`config.mk`:
```
export PLATFORM = sky130hd
export DESIGN_NAME = averaged_magnetic_compass_heading
export DESIGN_NICKNAME = d
export VERILOG_FILES = /design/src/rtl/amch_pkg.sv /design/src/rtl/averaged_magnetic_compass_heading.sv
export SDC_FILE = /design/constraint.sdc
export NUM_CORES = 2
export LEC_CHECK = 0
export CAP_MARGIN = 20
export CORE_AREA = 2 2 285 287
export CTS_CLUSTER_SIZE = 40
export DETAILED_ROUTE_END_ITERATION = 8
export DIE_AREA = 0 0 287 289
export DONT_BUFFER_PORTS = 1
export GPL_TIMING_DRIVEN = 0
export PLACE_DENSITY = 0.69
export SLEW_MARGIN = 20
export SYNTH_ARGS = -nofsm -noshare
export SYNTH_HDL_FRONTEND = slang
export SYNTH_SLANG_ARGS = --single-unit
```
`constraint.sdc`:
```
create_clock -name clk_i -period 8.1 [get_ports clk_i]
set_input_delay 1.215 -clock clk_i [delete_from_list [all_inputs] [get_ports clk_i]]
set_output_delay 1.215 -clock clk_i [all_outputs]
set_load 0.02 [all_outputs]
```
`src/rtl/amch_pkg.sv`:
```
// Shared types and constants of the averaged magnetic compass heading block.
// Holds the sequencer states, register indexes, fixed-point widths and the arctangent table.
// No dependencies.
`default_nettype none

package amch_pkg;

  // Field and datapath widths.
  localparam int unsigned MAG_W     = 16;  // raw sample and hard-iron origin
  localparam int unsigned SCALE_W   = 16;  // soft-iron scale, unsigned Q1.15
  localparam int unsigned HEAD_W    = 15;  // heading, 1/64 degree
  localparam int unsigned DX_W      = 17;  // x after origin removal
  localparam int unsigned YV_W      = 18;  // scaled y
  localparam int unsigned PROD_W    = 33;  // y difference times scale
  localparam int unsigned FRAC_W    = 15;  // fraction bits of the scale
  localparam int unsigned CW        = 34;  // CORDIC vector width
  localparam int unsigned ACC_W     = 26;  // angle accumulator, 2^-16 degree
  localparam int unsigned TAB_W     = 22;  // arctangent table entry
  localparam int unsigned H_W       = 18;  // heading before wrapping, signed
  localparam int unsigned CORDIC_STEPS = 20;
  localparam int unsigned ITER_W    = 5;
  localparam int unsigned BIT_CNT_W = 4;   // counts the scale bits
  localparam int unsigned RND_SHIFT = 10;  // 2^-16 degree to 1/64 degree

  // Register reset values.
  localparam logic [SCALE_W-1:0] Y_SCALE_RST        = 16'd29519;
  localparam logic [HEAD_W-1:0]  HEADING_OFFSET_RST = 15'd6080;

  // Angle constants.
  localparam logic signed [ACC_W-1:0] ACC_HALF_TURN = 26'sd11796480;  // 180 degrees
  localparam logic signed [ACC_W-1:0] ACC_ROUND     = 26'sd512;
  localparam logic signed [H_W-1:0]   DEG64_HALF    = 18'sd11520;
  localparam logic signed [H_W-1:0]   DEG64_FULL    = 18'sd23040;
  localparam logic signed [CW-1:0]    NORM_LIMIT    = 34'sd536870912;  // 2^29

  typedef enum logic [1:0] {
    REG_ORIGIN_X       = 2'd0,
    REG_ORIGIN_Y       = 2'd1,
    REG_Y_SCALE        = 2'd2,
    REG_HEADING_OFFSET = 2'd3
  } amch_reg_e;

  typedef enum logic [6:0] {
    ST_IDLE = 7'b0000001,
    ST_MUL  = 7'b0000010,
    ST_UPD  = 7'b0000100,
    ST_NORM = 7'b0001000,
    ST_ROT  = 7'b0010000,
    ST_FIN  = 7'b0100000,
    ST_WRAP = 7'b1000000
  } amch_state_e;

  // atan(2^-i) in units of 2^-16 degree.
  function automatic logic [TAB_W-1:0] atan_entry(input logic [ITER_W-1:0] idx);
    logic [TAB_W-1:0] val;
    unique case (idx)
      5'd0:    val = 22'd2949120;
      5'd1:    val = 22'd1740967;
      5'd2:    val = 22'd919879;
      5'd3:    val = 22'd466945;
      5'd4:    val = 22'd234379;
      5'd5:    val = 22'd117304;
      5'd6:    val = 22'd58666;
      5'd7:    val = 22'd29335;
      5'd8:    val = 22'd14668;
      5'd9:    val = 22'd7334;
      5'd10:   val = 22'd3667;
      5'd11:   val = 22'd1833;
      5'd12:   val = 22'd917;
      5'd13:   val = 22'd458;
      5'd14:   val = 22'd229;
      5'd15:   val = 22'd115;
      5'd16:   val = 22'd57;
      5'd17:   val = 22'd29;
      5'd18:   val = 22'd14;
      5'd19:   val = 22'd7;
      default: val = '0;
    endcase
    return val;
  endfunction

endpackage

`default_nettype wire

```
`src/rtl/averaged_magnetic_compass_heading.sv`:
```
// Top level of the averaged magnetic compass heading block: calibration, moving sum,
// CORDIC arctangent and heading wrap in one sequenced datapath.
// Depends on amch_pkg.
`default_nettype none

//  Channel  | Direction | Signals                                   | Contents
//  ---------+-----------+-------------------------------------------+---------------------------
//  s_axis   | in        | s_axis_tvalid/tready/tdata[31:0]          | mag_x [15:0], mag_y [31:16]
//  m_axis   | out       | m_axis_tvalid/tready/tdata[15:0]          | heading [14:0], zero [15]
//  cfg      | in        | cfg_valid_i/ready_o, cfg_index_i, cfg_data_i | register write
//
// The soft-iron multiply takes one scale bit a cycle, the normalisation makes one doubling a
// cycle while the summed vector is small, and the CORDIC makes one micro-rotation a cycle;
// the ring update sits between multiply and normalisation, and the final step and wrap follow.
// Reset clears the configuration to its defaults, the ring valid bits, the running sums and
// the write slot; no clearing pass is needed. A result waiting in the output register does
// not stop the next beat being accepted; only the final load waits for it to be taken.

module averaged_magnetic_compass_heading
  import amch_pkg::*;
#(
  parameter int unsigned WINDOW = 8
) (
  input  wire logic        clk_i,
  input  wire logic        rst_ni,
  // mag_x [15:0], mag_y [31:16]
  input  wire logic        s_axis_tvalid,
  output logic             s_axis_tready,
  input  wire logic [31:0] s_axis_tdata,
  // heading [14:0], zero fill [15]
  output logic             m_axis_tvalid,
  input  wire logic        m_axis_tready,
  output logic [15:0]      m_axis_tdata,
  // configuration writes
  input  wire logic        cfg_valid_i,
  output logic             cfg_ready_o,
  input  wire logic [1:0]  cfg_index_i,
  input  wire logic [15:0] cfg_data_i
);

  localparam int unsigned SLOT_W = $clog2(WINDOW);
  localparam int unsigned SX_W   = DX_W + SLOT_W;
  localparam int unsigned SY_W   = YV_W + SLOT_W;

  // Configuration registers.
  logic signed [MAG_W-1:0]  origin_x_q, origin_y_q;
  logic [SCALE_W-1:0]       y_scale_q;
  logic [HEAD_W-1:0]        heading_offset_q;

  // Sequencer and datapath registers.
  amch_state_e              state_q, state_d;
  logic signed [DX_W-1:0]   dx_q, dx_d, dy_q, dy_d;
  logic [SCALE_W-1:0]       scale_sh_q, scale_sh_d;
  logic signed [PROD_W-1:0] prod_q, prod_d;
  logic [BIT_CNT_W-1:0]     bit_cnt_q, bit_cnt_d;
  logic [SLOT_W-1:0]        slot_q, slot_d;
  logic signed [SX_W-1:0]   sum_x_q, sum_x_d;
  logic signed [SY_W-1:0]   sum_y_q, sum_y_d;
  logic signed [CW-1:0]     cx_q, cx_d, cy_q, cy_d;
  logic signed [ACC_W-1:0]  acc_q, acc_d;
  logic [ITER_W-1:0]        iter_q, iter_d;
  logic signed [H_W-1:0]    h_q, h_d;
  logic [HEAD_W-1:0]        head_q, head_d;
  logic                     out_valid_q, out_valid_d;

  // Sample ring, one entry per window slot, with a valid bit per entry.
  logic signed [DX_W-1:0]   ring_x [WINDOW];
  logic signed [YV_W-1:0]   ring_y [WINDOW];
  logic [WINDOW-1:0]        ring_valid_q;
  logic signed [DX_W-1:0]   old_x_raw_q;
  logic signed [YV_W-1:0]   old_y_raw_q;
  logic                     old_valid_q;

  // Combinational helpers.
  logic                     in_fire;
  logic                     out_free;
  logic signed [DX_W-1:0]   old_x;
  logic signed [YV_W-1:0]   old_y;
  logic signed [PROD_W-1:0] prod_adj;
  logic signed [YV_W-1:0]   yv;
  logic signed [SX_W-1:0]   sum_x_new;
  logic signed [SY_W-1:0]   sum_y_new;
  logic                     vec_zero, vec_small;
  logic signed [CW-1:0]     rot_dx, rot_dy;
  logic signed [ACC_W-1:0]  atan_ext;
  logic signed [ACC_W-1:0]  acc_rnd;
  logic signed [H_W-1:0]    angle64;

  assign in_fire       = s_axis_tvalid && s_axis_tready;
  assign s_axis_tready = (state_q == ST_IDLE);
  assign out_free      = !out_valid_q || m_axis_tready;
  assign m_axis_tvalid = out_valid_q;
  assign m_axis_tdata  = {1'b0, head_q};
  assign cfg_ready_o   = 1'b1;

  // A slot that has never been written holds zero.
  assign old_x = old_valid_q ? old_x_raw_q : '0;
  assign old_y = old_valid_q ? old_y_raw_q : '0;

  // Truncation toward zero of the Q1.15 product: bias negative values before the shift.
  assign prod_adj = prod_q + (prod_q[PROD_W-1] ? PROD_W'((1 << FRAC_W) - 1) : '0);
  assign yv       = prod_adj[PROD_W-1:FRAC_W];

  // Running sums follow the ring: the new sample comes in, the one it replaces goes out.
  assign sum_x_new = sum_x_q + SX_W'(dx_q) - SX_W'(old_x);
  assign sum_y_new = sum_y_q + SY_W'(yv) - SY_W'(old_y);

  assign vec_zero  = (cx_q == '0) && (cy_q == '0);
  assign vec_small = (cx_q > -NORM_LIMIT) && (cx_q < NORM_LIMIT) &&
                     (cy_q > -NORM_LIMIT) && (cy_q < NORM_LIMIT);

  assign rot_dx   = cy_q >>> iter_q;
  assign rot_dy   = cx_q >>> iter_q;
  assign atan_ext = ACC_W'(atan_entry(iter_q));

  // Round the angle half up to 1/64 degree; the angle may be negative.
  assign acc_rnd = acc_q + ACC_ROUND;
  assign angle64 = H_W'($signed(acc_rnd[ACC_W-1:RND_SHIFT]));

  // Configuration writes.
  always_ff @(posedge clk_i or negedge rst_ni) begin
    if (!rst_ni) begin
      origin_x_q       <= '0;
      origin_y_q       <= '0;
      y_scale_q        <= Y_SCALE_RST;
      heading_offset_q <= HEADING_OFFSET_RST;
    end else if (cfg_valid_i) begin
      unique case (cfg_index_i)
        REG_ORIGIN_X:       origin_x_q       <= cfg_data_i;
        REG_ORIGIN_Y:       origin_y_q       <= cfg_data_i;
        REG_Y_SCALE:        y_scale_q        <= cfg_data_i;
        REG_HEADING_OFFSET: heading_offset_q <= cfg_data_i[HEAD_W-1:0];
      endcase
    end
  end

  // Sequencer next state and datapath.
  always_comb begin
    state_d     = state_q;
    dx_d        = dx_q;
    dy_d        = dy_q;
    scale_sh_d  = scale_sh_q;
    prod_d      = prod_q;
    bit_cnt_d   = bit_cnt_q;
    slot_d      = slot_q;
    sum_x_d     = sum_x_q;
    sum_y_d     = sum_y_q;
    cx_d        = cx_q;
    cy_d        = cy_q;
    acc_d       = acc_q;
    iter_d      = iter_q;
    h_d         = h_q;
    head_d      = head_q;
    out_valid_d = out_valid_q && !m_axis_tready;

    unique case (state_q)
      ST_IDLE: begin
        if (in_fire) begin
          dx_d       = DX_W'($signed(s_axis_tdata[15:0])) - DX_W'(origin_x_q);
          dy_d       = DX_W'($signed(s_axis_tdata[31:16])) - DX_W'(origin_y_q);
          scale_sh_d = y_scale_q;
          prod_d     = '0;
          bit_cnt_d  = '0;
          state_d    = ST_MUL;
        end
      end
      ST_MUL: begin
        // Shift and add, most significant scale bit first.
        prod_d     = (prod_q <<< 1) + (scale_sh_q[SCALE_W-1] ? PROD_W'(dy_q) : '0);
        scale_sh_d = scale_sh_q << 1;
        bit_cnt_d  = bit_cnt_q + 1'b1;
        if (bit_cnt_q == BIT_CNT_W'(SCALE_W - 1)) begin
          state_d = ST_UPD;
        end
      end
      ST_UPD: begin
        sum_x_d = sum_x_new;
        sum_y_d = sum_y_new;
        cx_d    = CW'(sum_x_new);
        cy_d    = CW'(sum_y_new);
        acc_d   = '0;
        slot_d  = (slot_q == SLOT_W'(WINDOW - 1)) ? '0 : slot_q + 1'b1;
        state_d = ST_NORM;
      end
      ST_NORM: begin
        priority if (vec_zero) begin
          acc_d   = '0;
          state_d = ST_FIN;
        end else if (vec_small) begin
          cx_d = cx_q <<< 1;
          cy_d = cy_q <<< 1;
        end else begin
          // Fold the left half-plane onto the right one.
          if (cx_q[CW-1]) begin
            cx_d  = -cx_q;
            cy_d  = -cy_q;
            acc_d = ACC_HALF_TURN;
          end
          iter_d  = '0;
          state_d = ST_ROT;
        end
      end
      ST_ROT: begin
        if (cy_q > 0) begin
          cx_d  = cx_q + rot_dx;
          cy_d  = cy_q - rot_dy;
          acc_d = acc_q + atan_ext;
        end else begin
          cx_d  = cx_q - rot_dx;
          cy_d  = cy_q + rot_dy;
          acc_d = acc_q - atan_ext;
        end
        iter_d = iter_q + 1'b1;
        if (iter_q == ITER_W'(CORDIC_STEPS - 1)) begin
          state_d = ST_FIN;
        end
      end
      ST_FIN: begin
        h_d     = DEG64_HALF - angle64 - H_W'(heading_offset_q);
        state_d = ST_WRAP;
      end
      ST_WRAP: begin
        // At most two full turns are added before the value is in range.
        priority if (h_q[H_W-1]) begin
          h_d = h_q + DEG64_FULL;
        end else if (out_free) begin
          head_d      = h_q[HEAD_W-1:0];
          out_valid_d = 1'b1;
          state_d     = ST_IDLE;
        end else begin
          // The heading waits here until the output register is free.
        end
      end
      default: state_d = ST_IDLE;
    endcase
  end

  // Control registers.
  always_ff @(posedge clk_i or negedge rst_ni) begin
    if (!rst_ni) begin
      state_q      <= ST_IDLE;
      bit_cnt_q    <= '0;
      iter_q       <= '0;
      slot_q       <= '0;
      sum_x_q      <= '0;
      sum_y_q      <= '0;
      out_valid_q  <= 1'b0;
      ring_valid_q <= '0;
    end else begin
      state_q     <= state_d;
      bit_cnt_q   <= bit_cnt_d;
      iter_q      <= iter_d;
      slot_q      <= slot_d;
      sum_x_q     <= sum_x_d;
      sum_y_q     <= sum_y_d;
      out_valid_q <= out_valid_d;
      if (state_q == ST_UPD) begin
        ring_valid_q[slot_q] <= 1'b1;
      end
    end
  end

  // Payload registers.
  always_ff @(posedge clk_i) begin
    dx_q       <= dx_d;
    dy_q       <= dy_d;
    scale_sh_q <= scale_sh_d;
    prod_q     <= prod_d;
    cx_q       <= cx_d;
    cy_q       <= cy_d;
    acc_q      <= acc_d;
    h_q        <= h_d;
    head_q     <= head_d;
  end

  // Ring memory: the outgoing entry is read when the beat is accepted, the new one
  // is written during the ring update.
  always_ff @(posedge clk_i) begin
    if (in_fire) begin
      old_x_raw_q <= ring_x[slot_q];
      old_y_raw_q <= ring_y[slot_q];
    end
    if (state_q == ST_UPD) begin
      ring_x[slot_q] <= dx_q;
      ring_y[slot_q] <= yv;
    end
  end

  always_ff @(posedge clk_i or negedge rst_ni) begin
    if (!rst_ni) begin
      old_valid_q <= 1'b0;
    end else if (in_fire) begin
      old_valid_q <= ring_valid_q[slot_q];
    end
  end

  // A sample is worked on alone: the input closes for the cycle after a beat.
  a_single_item : assert property (@(posedge clk_i) disable iff (!rst_ni)
    in_fire |=> !s_axis_tready)
    else $error("input accepted while a sample is in progress");

  // A result appears only from the final wrap step.
  a_out_from_wrap : assert property (@(posedge clk_i) disable iff (!rst_ni)
    $rose(out_valid_q) |-> $past(state_q == ST_WRAP))
    else $error("result loaded outside the wrap step");

  // The CORDIC index never runs past the table.
  a_iter_range : assert property (@(posedge clk_i) disable iff (!rst_ni)
    (state_q == ST_ROT) |-> (iter_q < ITER_W'(CORDIC_STEPS)))
    else $error("CORDIC index out of range");

  // A delivered heading lies within one turn.
  a_heading_range : assert property (@(posedge clk_i) disable iff (!rst_ni)
    out_valid_q |-> (head_q < HEAD_W'(DEG64_FULL)))
    else $error("heading outside one turn");

endmodule

`default_nettype wire
```
Word-level counts from Yosys, hierarchy flattened:

Memories as Yosys holds them, arrays and structs flattened. A register that Yosys moved wholly into a read port is not among the register bits.
Cells that the tools add are included.

* flip-flop bits (word level): 343
* latch bits: 0
* bits in writable memories: 280
* ROM bits: 704
* input port bits: 55
* memories kept: 3

Memory list
* (name not given): depth 32, bits a word 22, read ports 1, clocked after Yosys merged registers in 0, write ports 0, RTL line amch_pkg.sv:56 `unique case (idx)`
* ring_y: depth 8, bits a word 18, read ports 1, clocked after Yosys merged registers in 1, write ports 1, RTL line averaged_magnetic_compass_heading.sv:68 `logic signed [YV_W-1:0] ring_y [WINDOW];`
* ring_x: depth 8, bits a word 17, read ports 1, clocked after Yosys merged registers in 1, write ports 1, RTL line averaged_magnetic_compass_heading.sv:67 `logic signed [DX_W-1:0] ring_x [WINDOW];`

* add/subtract/negate cells: 23
* $mul: 0
* div/mod/pow operators: 0
* magnitude comparators: 7
* equal/unequal tests: 24
* shift-type cells: 2
* multiplexer cells: 48
* bitwise operators: 2
* reductions and logical operators: 30

Operators with widths (number)
* 34-bit 2-to-1 mux: 8
* 34-bit case mux with 3 select lines: 2
* 26-bit 2-to-1 mux: 4
* 26-bit case mux with 3 select lines: 1
* 34-bit adder: 2
* 34-bit by 30-bit greater-than comparator with 1-bit output, second input constant: 2
* 34-bit zero test: 2
* 34-bit by 31-bit less-than comparator with 1-bit output, second input constant: 2
* 34-bit negation: 2
* 34-bit by 5-bit >>> shifter with 34-bit output: 2
* 34-bit subtractor: 2
* 33-bit 2-to-1 mux: 2
* 33-bit case mux with 2 select lines: 1
* 7-bit 2-to-1 mux: 7
* 7-bit case mux with 7 select lines: 1
* 18-bit 2-to-1 mux: 2
* 18-bit case mux with 2 select lines: 1
* 34-bit by 1-bit greater-than comparator with 1-bit output, second input constant: 1
* 16-bit by 16-bit subtractor with 17-bit output: 2
* 33-bit by 15-bit adder with 33-bit output: 1
* 33-bit adder: 1
* 16-bit case mux with 2 select lines: 1
* 26-bit by 11-bit adder with 26-bit output, second input constant: 1
* 26-bit by 23-bit adder with 26-bit output: 1
* 50 further kinds: 85

Depth between registers and ports, before layout:

* depth after elaboration: 7
* gate-level depth with buffers: 28

Worst setup path before layout:

Ideal clock, no wire load.

* kind: reg-to-reg
* start point: register cy_q[1]
* end point: register cx_q[0], enable pin
* library setup time: 0.595 ns
* arrival time: 6.765 ns
* slack: 0.740 ns
* cell stages (with the launch flop): 11
* buffers on the path: 0
* period minus slack after synthesis: 7.360 ns
* cells stage by stage: edfxtp_1 -> inv_1 -> ha_1 -> or4b_2 -> nor4_2 -> nand4_1 -> nor4_2 -> o31ai_1 -> o21a_1 -> nor2_1 -> a21boi_0

* cells in the longest elaborated chain, start to end: 5
* elaborated cells between the ends (all ways): 9
* those cells by class: 2 x order compare; 2 x eq/ne; 5 x reduce/logical

RTL lines
* start, declared: RTL line averaged_magnetic_compass_heading.sv:59 `logic signed [CW-1:0] cx_q, cx_d, cy_q, cy_d;`
* start signal, assigned: RTL line averaged_magnetic_compass_heading.sv:270 `cy_q <= cy_d;`
* 34-bit by 30-bit greater-than comparator with 1-bit output: RTL line averaged_magnetic_compass_heading.sv:110 `(cy_q > -NORM_LIMIT) && (cy_q < NORM_LIMIT);`
* 1-bit logical AND: RTL line averaged_magnetic_compass_heading.sv:109 `assign vec_small = (cx_q > -NORM_LIMIT) && (cx_q < NORM_LIMIT) &&`
* 1-bit logical AND: RTL line averaged_magnetic_compass_heading.sv:110
* 3-bit inequality test (no source line)
* 3-bit AND reduction (no source line) *
* end signal, assigned: RTL line averaged_magnetic_compass_heading.sv:269 `cx_q <= cx_d;`
* end, declared: RTL line averaged_magnetic_compass_heading.sv:59

Every way passes the cells marked *; elsewhere a longest branch is shown, timed or not.
A chain may end at the register's enable or synchronous reset.

Worst setup path in the final report:

* start point: register iter_q[1]
* end point: register cy_q[33] (data pin)

* cells in the longest elaborated chain, start to end: 4
* elaborated cells between the ends (all ways): 5
* those cells by class: 2 x add/sub; 1 x shift; 2 x mux

RTL lines
* start, declared: RTL line averaged_magnetic_compass_heading.sv:61 `logic [ITER_W-1:0] iter_q, iter_d;`
* start signal, assigned: RTL line averaged_magnetic_compass_heading.sv:252 `iter_q <= iter_d;`
* 34-bit by 5-bit >>> shifter with 34-bit output *: RTL line averaged_magnetic_compass_heading.sv:113 `assign rot_dy = cx_q >>> iter_q;`
* 34-bit adder or 34-bit subtractor (tied branches): RTL line averaged_magnetic_compass_heading.sv:210, averaged_magnetic_compass_heading.sv:206
* 34-bit 2-to-1 mux *: RTL line averaged_magnetic_compass_heading.sv:204 `if (cy_q > 0) begin`
* 34-bit case mux with 3 select lines *: RTL line averaged_magnetic_compass_heading.sv:156 `unique case (state_q)`
* named net cy_d[33]: RTL line averaged_magnetic_compass_heading.sv:59

Mark *: on every way through the listed nets, which the timed path passes. The rest lies on a longest branch.

==> results.cfg <==
[placement]
placed_area_um2 = 47100
portBuffers = 0
place_hpwl_um = 122000
gp_congestion = 1.06

[job]
maxCapViolCount = 0

[power_and_ir_drop]
p_leak_nw = 19.0
irDropWorstVdd_mv = 0.267
pwr_density_cell_nw_per_um2 = 469
power_mw = 23.2

[sta]
holdWs_ns = 0.266
setup_violations = 0
fmax_ghz = 0.125
period_share_pct = 99.1
layout_min_cycle_time_ns = 8.03
fin_skew_ns = 0.0633
slew_violations = 0
setup_tns_ns = 0
slew_headroom_pct = 16.0
tightest_slew_ns = 1.26
hold_viol_final = 0
rsz0062_at_grt = no

[status]
status = complete, no violations

[logic_synthesis]
ys_seq_elements = 658
yosys_warnings = 0
synth_area_per_cell_um2 = 10.2
syn_nets = 4789
ys.flop_type = edfxtp_1
async_flop_share_pct = 20.2
synth_area_leaders = edfxtp_1, ha_1, dfrtp_1, mux4_2, xnor2_1
ys_top_cells_by_count = edfxtp_1, nand2_1, nor2_1, inv_1, ha_1
yosysMostFrequentCell = edfxtp_1
yosysSeqAreaShare_pct = 42.2
synth_edf_count = 525
synth.cell_area_um2 = 45300
yosysTopAreaCell = edfxtp_1
netlist_instances = 4431
ys_types = 110
synthDominantCellAreaShare_pct = 34.8

[global_routing]
grtUsageTotal_pct = 39.0
grt_pass1_wl_um = 237000
antenna_found_initial = 4
gr-total-overflow = 0
grt_pass1_vias = 35790
grt_max_degree = 134

[drt]
via_per_inst = 6.64
route.detailed.drc = 0
drt-total-wl_um = 163000
avgRoutedWirePerCell_um = 28.8
dr_total_vias = 37530
detail-route-antenna-nets = 0
drt_iter0_drc = 4734
drtPass1Iterations = 9

[clocking]
ctsRootBufferMaster = clkbuf_16
clk_path_buf_depth = 3
cts_num_sinks = 658
cts_buffers = 71
cts.clk_slew.worst_paths_ns = 0.06
htreeDepth = 3
post-cts-setup-buffer-count = 0
cts_tree = yes
clock_latency_ns = 0.66

[worst_setup_path]
worstSetupPathType = flip-flop to flip-flop
worstPathRequired_ns = 8.44
critPathLaunchType = flip-flop
worstPathArrival_ns = 8.37
endpoint_kind = flip-flop
path_max_fanout = 10

[hold_path]
hp-class = input port to async pin

[die]
coreArea_um2 = 79900
start_util_pct = 56.7
fp-row-count = 104
ios = 74
die_y_um = 289
die_width_um = 287
design.die.area_um2 = 82900

[layout]
area_growth_pct = 9.21
drive_above_1_share_pct = 9.95
final_area_um2 = 49500
nets = 4893
fillCellCount = 6605
state kept, by name (all words and copies together), names as in the netlist, 15 cells and up:
register / count
scale_sh_q: 16
y_scale_q: 16
ring_x: 136
prod_q: 33
origin_y_q: 16
dx_q: 17
cx_q: 34
origin_x_q: 16
old_y_raw_q: 18
ring_y: 144
head_q: 15
heading_offset_q: 15
sum_y_q: 21
sum_x_q: 20
dy_q: 17
h_q: 18
cy_q: 34
acc_q: 26
old_x_raw_q: 17
worst max-delay path: stages, from the launching register on:
cell      delay (ns)
dfrtp_1         0.39
buf_6           0.18
buf_12          0.15
buf_6           0.22
buf_4           0.29
clkbuf_1        0.74
mux4_2          0.42
a22oi_1         0.30
o21ai_1         0.14
a21o_1          0.31
nor3b_2         0.27
nand4_4         0.27
nor2_1          0.54
nand2_1         0.15
nand2_1         0.11
xor2_1          0.61
ha_1            0.22
clkbuf_1        0.25
nand3_1         0.13
or3_1           0.36
o311ai_1        0.52
nand2_1         0.16
nor3_1          0.34
nor4_1          0.09
nor3_1          0.28
xor2_1          0.17
o221ai_1        0.13
cell type report:
class	count	area, um2	area share, %
Antenna cell	1	2.50	0.00506
Buffer	237	1070	2.17
Clock buffer	88	1890	3.83
Clock inverter	44	404	0.817
Inverter	290	1090	2.21
Multi-Input combinational cell	3245	24100	48.8
Sequential cell	658	19100	38.6
Tap cell	1060	1330	2.68
Timing Repair Buffer	32	415	0.840
per-layer routing:
layer | part of all wire (%) | GRT usage [%]
met5 | 0.012 | 0
met2 | 45 | 60.4
met3 | 9.5 | 7.58
met1 | 39 | 51.2
met4 | 6.9 | 23.4
through the flow:
step / worst slack (ns) / cells / utilization, %
5_1_grt: 0.0108 / 5654 / 61.9
4_1_cts: 0.0119 / 5655 / 61.9
3_3_place_gp: -4.56 / 5491 / 58.3
3_5_place_dp: -0.0515 / 5523 / 59.0
6_report: 0.0689 / 5655 / 61.9
2_1_floorplan: 0.740 / 4431 / -
cells in the final DEF, fill, tap and decap left out, types with 65 or more instances in the layout:
master,netlist,layout
mux4_2,84,84
inv_1,284,282
nand3_1,85,85
edfxtp_1,525,525
mux2_2,71,71
a21oi_1,233,233
dfrtp_1,116,116
nor3_1,83,78
nor2_1,306,303
a22oi_1,176,176
a21o_1,65,65
xor2_1,142,141
ha_1,257,257
nand2_1,390,390
clkbuf_16,0,73
clkbuf_1,175,180
o21ai_0,238,238
xnor2_1,178,177
and2_1,75,70
report_power, final:
group | total (mW) | internal [mW] | switching, mW
registers | 5.52 | 4.98 | 0.542
clock network | 3.20 | 1.74 | 1.46
logic | 14.5 | 5.55 | 8.93
timing repair:
action / 4_1_cts / 5_1_grt
setup endpoints to repair: 2 / 8
hold buffers: 0 / 0
endpoints found under the hold margin: 0 / 0
gates resized for setup: 1 / 15
final timing paths:
kind | startpoint | slack (ns) | end | depth (start not counted)
min in group clk_i | h_q[8] | 0.41 | head_q[8] | 0
setup reg to reg | iter_q[1] | 0.07 | cy_q[33] | 26
max in group asynchronous | rst_ni | 7.34 | state_q[0] | 0
hold / removal | rst_ni | 0.27 | ring_valid_q[4] | 0
setup / recovery | iter_q[1] | 0.07 | cy_q[33] | 26
hold reg to reg | h_q[8] | 0.41 | head_q[8] | 0
cell families after synthesis:
group | count (synthesis) | synth area share [%]
AO/OA/AOI/OAI | 1143 | 16.9
buffers and inverters | 528 | 4.75
other | 2 | 0.0166
XOR/XNOR | 320 | 6.19
AND/OR/NAND/NOR | 1279 | 13.9
multiplexers | 198 | 6.96
flip-flops | 658 | 42.2
adder cells (fa/ha/maj) | 303 | 9.13
Power figures use the tool's default switching activity.
